File: config.mk
export PLATFORM = sky130hd
export DESIGN_NAME = srq2l_ram
export DESIGN_NICKNAME = d
export VERILOG_FILES = /design/src/design/sorted_rank_query_two_level_core_defines.svh /design/src/design/srq2l_ram.sv
export SDC_FILE = /design/constraint.sdc
export NUM_CORES = 2
export LEC_CHECK = 0
export ABC_CLOCK_PERIOD_IN_PS = 8200
export BUFFER_PORTS_ARGS = -buffer_cell sky130_fd_sc_hd__clkbuf_2
export CAP_MARGIN = 10
export CORE_ASPECT_RATIO = 1.2
export CORE_UTILIZATION = 31
export CTS_CLUSTER_SIZE = 28
export DETAILED_ROUTE_END_ITERATION = 6
export HOLD_SLACK_MARGIN = 0.05
export PLACE_DENSITY_LB_ADDON = 0.05
export SLEW_MARGIN = 10
export SYNTH_ARGS = -nofsm -noshare
export SYNTH_HDL_FRONTEND = slang
export SYNTH_SLANG_ARGS = --single-unit
File: constraint.sdc
create_clock -name clk -period 8.2 [get_ports clk]
set_input_delay 0.82 -clock clk [delete_from_list [all_inputs] [get_ports clk]]
set_output_delay 0.82 -clock clk [all_outputs]
set_load 0.01 [all_outputs]
File: src/design/sorted_rank_query_two_level_core_defines.svh
`ifndef SORTED_RANK_QUERY_TWO_LEVEL_CORE_DEFINES_SVH
`define SORTED_RANK_QUERY_TWO_LEVEL_CORE_DEFINES_SVH

// same-cycle implication, disabled while in reset
`define SRQ2L_ASSERT_IMPL(label, clk, rst, ante, cons, msg) \
  label: assert property (@(posedge clk) disable iff (rst) (ante) |-> (cons)) \
    else $error(msg);

// next-cycle implication, disabled while in reset
`define SRQ2L_ASSERT_NEXT(label, clk, rst, ante, cons, msg) \
  label: assert property (@(posedge clk) disable iff (rst) (ante) |=> (cons)) \
    else $error(msg);

`endif

File: src/design/srq2l_ram.sv
`default_nettype none

module srq2l_ram #(
  parameter int WIDTH = 32,
  parameter int DEPTH = 64,
  localparam int AW = (DEPTH > 1) ? $clog2(DEPTH) : 1
) (
  input  wire logic             clk,
  input  wire logic             we,
  input  wire logic [AW-1:0]    waddr,
  input  wire logic [WIDTH-1:0] wdata,
  input  wire logic [AW-1:0]    raddr,
  output logic      [WIDTH-1:0] rdata
);

  logic [WIDTH-1:0] mem [DEPTH];

  always_ff @(posedge clk) begin
    if (we) begin
      mem[waddr] <= wdata;
    end
    rdata <= mem[raddr];
  end

endmodule

`default_nettype wire

[After elaboration in Yosys (flattened, before gate mapping)]
Memories as Yosys holds them, arrays and structs flattened. A register that Yosys moved wholly into a read port is not among the register bits.
Index checks and enable logic that the tools add are counted.
Word-level totals
  memories kept: 1
  memory bits (writable): 2048
  flip-flop bits (word level): 0
  word-level logic and storage cells: 3
  input port bits: 46
Memory list
  mem: depth 64, bits a word 32, read ports 1, clocked after memory_dff 1, wr ports 1, line srq2l_ram.sv:16  | logic [WIDTH-1:0] mem [DEPTH];
Operators by class
  mux-type cells: 2
Operator list (count)
  1-bit 2-to-1 mux: 2

[Logic depth before layout (Yosys ltp)]
  word-level depth: 2
  gate-level depth with buffers: 10
  gate-level depth less buffers: 5

[Least setup slack after synthesis]
No wires, ideal clock.
  kind: input to register
  start point: in waddr[3]
  end point: mem mem[48][0], enable pin
  data required time: 7.739 ns
  setup slack: 4.220 ns
  arrival: 3.519 ns
  path buffers: 1
  cell stages on the path: 4
  cell sequence: clkbuf_1 nor2b_1 nand4b_1 nor3_1
RTL lines
  from (decl): line srq2l_ram.sv:10  | input wire logic [AW-1:0] waddr,
  to (decl): line srq2l_ram.sv:16
Straight into the memory's write port.

==> impl_results.md <==
- Status: finished clean
- I/O pin cnt: 78
- GPL Wtd Cong: 0.739
- Routed Antenna Nets: 0
- Synth area leader: edfxtp_1
- Share of the synthesized area in the top cell type: 0.783
- CTS Buffer Depth: 4
- Initial DRC Count: 3,208
- Least-Margin Pin Slew: 1.13 ns
- Die area: 255,000 µm²
- Htree depth: 4
- Fin Setup TNS: 0 ns
- RSZ-0062 raised after global routing: false
- Slew Limit Fails: 0
- RR Endpoint: rdata[11]
- Async S/R FF share, synth: 0
- Vias after detailed routing: 36,600
- Crit Path Max Fanout: 64
- Hold Crit Endpoint: mem[49][5]
- Synth top area cells: edfxtp_1 78%, mux4_2 16%, mux2i_1 1.2%, dfxtp_1 0.82%, o22ai_1 0.67%
- Vias in the first global route: 39,600
- Hold depth: 2
- Min-delay worst type: input port to register
- First-pass iteration count of the detailed router: 5
- Reg2reg path depth: 4
- Die Ht: 553 µm
- Final Non-Filler Cells: 7,145
- Clock slew at reported path FFs: 0.07 ns
- Postcts setup bufs: 0
- Layout Nets: 3,634
- Synthesis-to-layout area growth: 16.3%
- Pre-CTS WS: 3.44 ns
- Worst skew pair latency: 0.88 ns
- Root buf cell: clkbuf_16
- F_max: 0.266 GHz
- Initial Util: 0.312
- Post-Syn Area: 78,500 µm²
- Maximum vdd ir drop: 0.000157 V
- Syn avg cell area: 23.6 µm²
- Total Wirelength: 251,000 µm
- Setup WS post-layout: 4.45 ns
- Worst Path Arrival: 4.46 ns
- Die Wd: 461 µm
- Worst EP required: 8.91 ns
- Critical Path Start Type: input port
- Pleak: 28.1 nW
- Reg2Reg Setup Slack: 5.68 ns
- #FFs+latches synth: 2,080
- Seq/Total Area, Yosys: 0.791
- Min Hold Slack: 0.547 ns
- DRC Markers: 0
- Setup violators final: 0
- RR Startpoint: mem[11][11]
- Vias/cell: 5.13
- CTS-repair resized insts: 0
- Worst Clk Skew: 0.0459 ns
- Final hold vios: 0
- Crit path capture type: register
- Yosys cell types: 34
- Buffers on Ports: 77
- Cell Pwr Density: 255 nW/µm²
- Core Region: 252,000 µm²
- Num Clock Sinks: 2,080
- Global route total overflow: 0
- Cells after DPL: 6,724
- Synth Warn #: 0
- CP Class: input port to register
- Max Cap Viol: 0
- Wirelength per Cell: 35.1 µm
- GRT Resource Usage Total: 0.197
- Mapped Nets: 3,370
- Hold Startpoint: waddr[1]
- Cell count after synthesis: 3,324
- Commonest non-fill, non-tap cells in the layout: 2,048 x edfxtp_1, 544 x mux4_2, 231 x clkbuf_16, 131 x buf_4, 93 x mux2i_1
- Slew Limit Headroom: 0.245
- Tmin final: 3.75 ns
- Initial antenna violation count: 15
- Hold-fix buffers, CTS: 0
- First-pass GRT wire length: 341,000 µm
- Period Utilization, post-route: 0.458
- Post-DP HPWL: 135,000 µm
- CTS Buf Count: 228
- TritonCTS clock tree: yes
- Share of cells above drive strength 1: 0.309
- Largest net degree at the start of global routing: 102
- Synth Flop Type: edfxtp_1
- FP Rows: 202
- Commonest non-fill, non-tap cell in the layout: edfxtp_1
- Post-synth EDFFs: 2,048
[cells in the mapped netlist (5+ instances only)]
master    number
a21oi_1       62
nor2_1       137
buf_4         25
buf_6          5
buf_1         21
nand3_1        5
a22oi_1       12
nor3_1         7
mux4_2       544
a311oi_1       8
o22ai_1       84
mux2i_1       93
dfxtp_1       32
nand2b_1       8
clkbuf_1      74
nand3b_1       5
nor2b_1       15
edfxtp_1    2048
o221ai_1      27
buf_2         57
nand2_1       26
[metrics by stage]
stage	power [mW]	cell area, µm²	utilization
2_1_floorplan	12.6	78500	-
3_3_place_gp	13.2	83900	0.333
3_5_place_dp	13.2	83900	0.333
4_1_cts	23.6	91300	0.362
5_1_grt	23.9	91300	0.362
6_report	23.2	91300	0.362
[layer usage]
metal	vias up	routed length (µm)	track usage
met2	801	131000	0.348
met5	-	0	0
li1	14800	-	-
met1	20700	104000	0.255
met3	303	9440	0.0211
met4	0	6140	0.0520
[critical path: stages]
cell and delay [ns]:
buf_8 0.55, buf_4 0.68, buf_4 0.48, mux4_2 0.55, o22ai_1 0.18, nor2_1 0.16
a21oi_1 0.73, nor2_1 0.11
[final cells by class]
type | instances | area, µm²
antenna | 7 | 17.5
timing repair buffer | 216 | 1570
fill | 23000 | 161000
tap | 3366 | 4210
clock inverter | 129 | 1320
clock buffer | 285 | 6080
multi-input combinational | 1062 | 16000
sequential | 2080 | 62100
[registers in the layout, summed over array words and instances (netlist names)]
register and count:
mem 2048, rdata 32
[power breakdown]
| part | switching [mW] | internal, mW | total [mW] |
|---|---|---|---|
| combinational | 0.749 | 0.391 | 1.14 |
| sequential | 0.0565 | 11.8 | 11.8 |
| clock | 4.20 | 6.07 | 10.3 |
| total | 5.01 | 18.2 | 23.2 |
[kinds of logic (layout without fill, tap and decap cells)]
family                 after synthesis  after routing  synth area share
other                                0              7                 0
and+or+nand+nor                    223            223            0.0127
AOI/OAI and AO/OA                  202            202            0.0167
buffers and inverters              182            630            0.0113
DFF                               2080           2080             0.791
muxes                              637            637             0.168
[how the worst max path moves through the flow]
stage          slack (ns)  cells past startpoint  startpoint    endpoint
2_1_floorplan        4.22                      4    waddr[3]  mem[48][0]
3_3_place_gp         3.45                      8    raddr[0]   rdata[25]
3_5_place_dp         3.44                      8    raddr[0]   rdata[25]
4_1_cts              4.40                      8    raddr[0]   rdata[25]
5_1_grt              4.22                      8    raddr[0]   rdata[25]
6_report             4.45                      8    raddr[0]   rdata[25]
Power figures use the tool's default switching activity.
